File: src/design/bucketed_hash_key_value_map_macros.svh
// Assertion macros for the bucketed hash key-value map.
// Uses the clk and rst_n names of the including module; no other dependencies.
`ifndef BUCKETED_HASH_KEY_VALUE_MAP_MACROS_SVH
`define BUCKETED_HASH_KEY_VALUE_MAP_MACROS_SVH

// Same-cycle implication, disabled while reset is asserted.
`define BHKV_ASSERT_IMP(lbl, ante, cons, msg) \
  lbl: assert property (@(posedge clk) disable iff (!rst_n) (ante) |-> (cons)) \
    else $error(msg);

// Next-cycle implication, disabled while reset is asserted.
`define BHKV_ASSERT_NXT(lbl, ante, cons, msg) \
  lbl: assert property (@(posedge clk) disable iff (!rst_n) (ante) |=> (cons)) \
    else $error(msg);

`endif

File: src/design/bhkv_pkg.sv
// Shared types and codes for the bucketed hash key-value map.
// No dependencies; imported by every module of the block.
package bhkv_pkg;

  localparam int unsigned KEY_W  = 29;
  localparam int unsigned VAL_W  = 29;
  localparam int unsigned STAT_W = 2;

  localparam logic OP_SET = 1'b0;
  localparam logic OP_GET = 1'b1;

  localparam logic [STAT_W-1:0] STATUS_OK   = 2'd0;
  localparam logic [STAT_W-1:0] STATUS_NEW  = 2'd1;
  localparam logic [STAT_W-1:0] STATUS_FULL = 2'd2;

  typedef enum logic [1:0] {
    ST_CLEAR,
    ST_IDLE,
    ST_LOOKUP
  } state_t;

endpackage

File: src/design/bhkv_match.sv
// Way match for one bucket row: finds the lowest filled way holding the key.
// Depends on bhkv_pkg.
module bhkv_match
  import bhkv_pkg::*;
#(
  parameter int unsigned WAYS  = 4,
  parameter int unsigned KW    = 29,
  parameter int unsigned FW    = 3,
  parameter int unsigned WAY_W = 2
) (
  input  logic [WAYS-1:0][KW-1:0] row_keys,
  input  logic [FW-1:0]           row_fill,
  input  logic [KW-1:0]           key,
  output logic                    found,
  output logic [WAY_W-1:0]        way
);

  // Scan downwards so the lowest matching way wins.
  always_comb begin
    found = 1'b0;
    way   = '0;
    for (int i = WAYS - 1; i >= 0; i--) begin
      if ((row_fill > FW'(i)) && (row_keys[i] == key)) begin
        found = 1'b1;
        way   = WAY_W'(i);
      end
    end
  end

endmodule

File: config.mk
export PLATFORM = sky130hd
export DESIGN_NAME = bhkv_match
export DESIGN_NICKNAME = d
export VERILOG_FILES = /design/src/design/bucketed_hash_key_value_map_macros.svh /design/src/design/bhkv_pkg.sv /design/src/design/bhkv_match.sv
export SDC_FILE = /design/constraint.sdc
export NUM_CORES = 1
export LEC_CHECK = 0
export BUFFER_PORTS_ARGS = -buffer_cell sky130_fd_sc_hd__buf_2
export CAP_MARGIN = 0
export CORE_MARGIN = 3
export CORE_UTILIZATION = 33
export DETAILED_ROUTE_END_ITERATION = 7
export PLACE_DENSITY = 0.81
export SLEW_MARGIN = 20
export SYNTH_ARGS = -nofsm -noshare
export SYNTH_HDL_FRONTEND = slang
export SYNTH_SLANG_ARGS = --single-unit
export TNS_END_PERCENT = 100
File: constraint.sdc
create_clock -name vclk -period 1.95
set_input_delay 0.195 -clock vclk [all_inputs]
set_output_delay 0.195 -clock vclk [all_outputs]
set_load 0.005 [all_outputs]
# Word level (Yosys, flattened, before mapping)
# Cells that the tools add are included.
# op_classes
n_lt_le_gt_ge	4
eq_ne	4
n_mux	8
n_reduce_logical	4
# ops
cell	count
equality test 29 bit	4
two-way mux 2 bit	4
> comparator 3 x 1 -> 1 bit (second input constant)	2
> comparator 3 x 2 -> 1 bit (second input constant)	2
logical AND 1 bit	4
two-way mux 1 bit	4
# word_totals
reg_bits	0
output_inout_bits	3

# Depth between registers and ports, before layout
# logic_depth
depth_word	6
depth_mapped	7
depth_no_buf	6

# Worst setup path after synthesis
# No wires, ideal clock.
# synth_timing
path_type	in2out
start	in key[2]
end	out way[0]
arrival_time_ns	1.674
setup_slack_ns	0.081
path_stages	5
cell_sequence	clkbuf_2 a211o_1 or4_4 a2111oi_4 o21ba_1
# synth_via
elab_chain_cells	6
elab_cells_between_ends	12
cone_classes	eq/ne (4); mux (4); reduce/logical (4)
# synth_lines
element	line	source
start, declared	bhkv_match.sv:13	input logic [KW-1:0] key,
equality test 29 bit	bhkv_match.sv:23	if ((row_fill > FW'(i)) && (row_keys[i] == key)) begin
logical AND 1 bit	bhkv_match.sv:23	
two-way mux 2 bit (3 in a row)	bhkv_match.sv:23	
two-way mux 2 bit *	bhkv_match.sv:23	
end, declared	bhkv_match.sv:15	output logic [WAY_W-1:0] way
# Mark *: on every way between the ends. The rest lies on a longest branch, timed or not.

# Worst setup path after layout
# layout_timing
start	in key[19]
end	out way[0]
# Same word-level chain as after synthesis.

==> results.toml <==
[grt]
grt_pass1_wl_um = 9211
track_usage_pct = 22.86
grt_pass1_vias = 2001
antenna_found_initial = 0
grt_max_degree = 5
grt-ovfl-total = 0

[route]
top_layer_used = "met4"
wl_met1_um = 2458
remaining_drc_errors = 0
route.detailed.wl_per_inst_um = 16.94
vias = 1907
detail-route-antenna-nets = 0
wl_met3_um = 494
drtIter0Drc = 52
wl_met2_um = 3508
vias_per_cell = 4.953
totalWireLength_um = 6523
first_pass_iters = 4

[timing]
grt_setup_unrepaired = "true"
hold_viol_final = 0
fmax_ghz = 0.5102
worst_slack_ns = -0.01001
hold_ws_ns = 0.8521
drv_slew = 0
min_period_over_period_pct = 100.5
period_minus_slack_ns = 1.960
tns_ns = -0.01001
maxSlewHeadroom_pct = 73.45
setup_viol = 1
tightest_slew_ns = 0.3946

[logic_synthesis]
synthesis.area_mm2 = 0.001353
yosysWarnings = 0
synth_cell_types = 16
synth_top_cell_by_area = "xor2_1"
synth_fp_nets = 319
yosysTopAreaCellShare_pct = 38.21
synthTopCellsByArea = "xor2_1 38%, xnor2_1 36%, nor4_1 7.9%"
ys_seq_area_share_pct = 0
synth_cells = 171
synth.avg_cell_area_um2 = 7.910

[pwr]
power_density_mw_per_mm2 = 219.3
vdd_drop_max_mv = 0.1215
power_leakage_nw = 1.217

[critical_path]
critPathCaptureType = "output port"
arrival_ns = 1.77
required_ns = 1.75
cp_max_fo = 3
critPathLaunchType = "input port"
path_class = "input port to output port"

[floorplan]
die_area_mm2 = 0.004903
core_mm2 = 0.003799
num_rows = 22
ios = 151
fp.dieH_um = 70.02
die_w_um = 70.02
start_util_pct = 35.61

[layout]
seq_cell_count = 0
num-clock-buffers = 0
ff_latch_area_um2 = 0
nets = 487
drive_gt1_share_pct = 56.08
fillers = 325
n_antenna_cell = 0
area_growth_pct = 91.12

[min_path]
min_path_type = "input port to output port"

[status]
status = "complete, but fails checks"
violations = "setup timing"

[job]
cap_viol_max_count = 0

[clock_network]
hold_buffers = 0

[placement]
post-dp-hpwl_um = 5302
gp_congestion = 0.8746
io_buffers = 151
-- critical path: stages --
cell       delay [ns]
buf_6            0.10
xnor2_2          0.15
nand4_1          0.14
or4_4            0.52
a2111oi_4        0.38
o21ba_1          0.17
buf_2            0.10
-- per-stage QoR --
step	instance area, um^2	worst slack [ns]	std cells	total power, W	utilization (%)
2_1_floorplan	1353	0.08095	171	0.0002078	-
3_3_place_gp	2271	-0.1994	383	0.0004702	59.78
3_5_place_dp	2271	-0.1361	383	0.0004796	59.78
4_1_cts	2357	-0.06561	385	0.0005041	62.06
5_1_grt	2585	-0.07935	385	0.0006134	68.05
6_report	2585	-0.01001	385	0.0005670	68.05
-- cell usage in the layout, fill, tap and decap left out, types with 3 or more instances in the layout --
master and instances:
buf_12 5, buf_2 135, buf_4 20, buf_6 7, nand2_1 4, nand4_1 16
nor2_1 5, nor3_1 3, nor4_1 8, nor4_2 8, xnor2_1 47, xnor2_2 7
xor2_1 57
-- kinds of logic after synthesis --
logic type | share of synthesized area [%]
AOI/OAI and AO/OA | 4.811
xor gates and xnor gates | 73.82
and+or+nand+nor | 20.07
buffers and inverters | 1.295
-- path summary, 6_finish.rpt --
| path | start | end | slack (ns) | cells after the start |
|---|---|---|---|---|
| worst max-delay path | key[19] | way[0] | -0.01 | 7 |
| worst min-delay path | row_keys[42] | found | 0.85 | 5 |
-- repair_timing --
action,CTS,global route
pin swaps,5,15
buffers inserted,2,0
gates resized for setup,14,50
setup endpoints to repair,3,3
-- metal layers --
metal / track usage (%) / vias to the layer above
met3: 2.590 / 8
met2: 43.13 / 127
li1: - / 924
met1: 28.61 / 848
met4: 1.702 / 0
met5: 0 / -
-- cell type report --
type	count	area (um^2)	area share, %
multi-input cells	167	1498	57.94
repair buffers	168	1020	39.45
well taps	48	60.06	2.323
inverters	2	7.507	0.2904
-- cell usage after synthesis --
cell type / instances
nor4_1: 17
a2111oi_4: 1
xnor2_1: 55
inv_1: 2
nand4_1: 16
nand3_1: 1
o21ba_1: 1
a211o_1: 1
o221ai_1: 1
nor3_1: 3
a21oi_1: 2
nor2_1: 5
or4_4: 1
clkbuf_2: 2
nand2_1: 4
xor2_1: 59
-- report_power, final --
part / switching [W] / total [W] / internal, W
logic: 0.000253 / 0.000567 / 0.000314
clock network: 0 / 0 / 0
registers: 0 / 0 / 0
(Power assumes the default switching activity.)
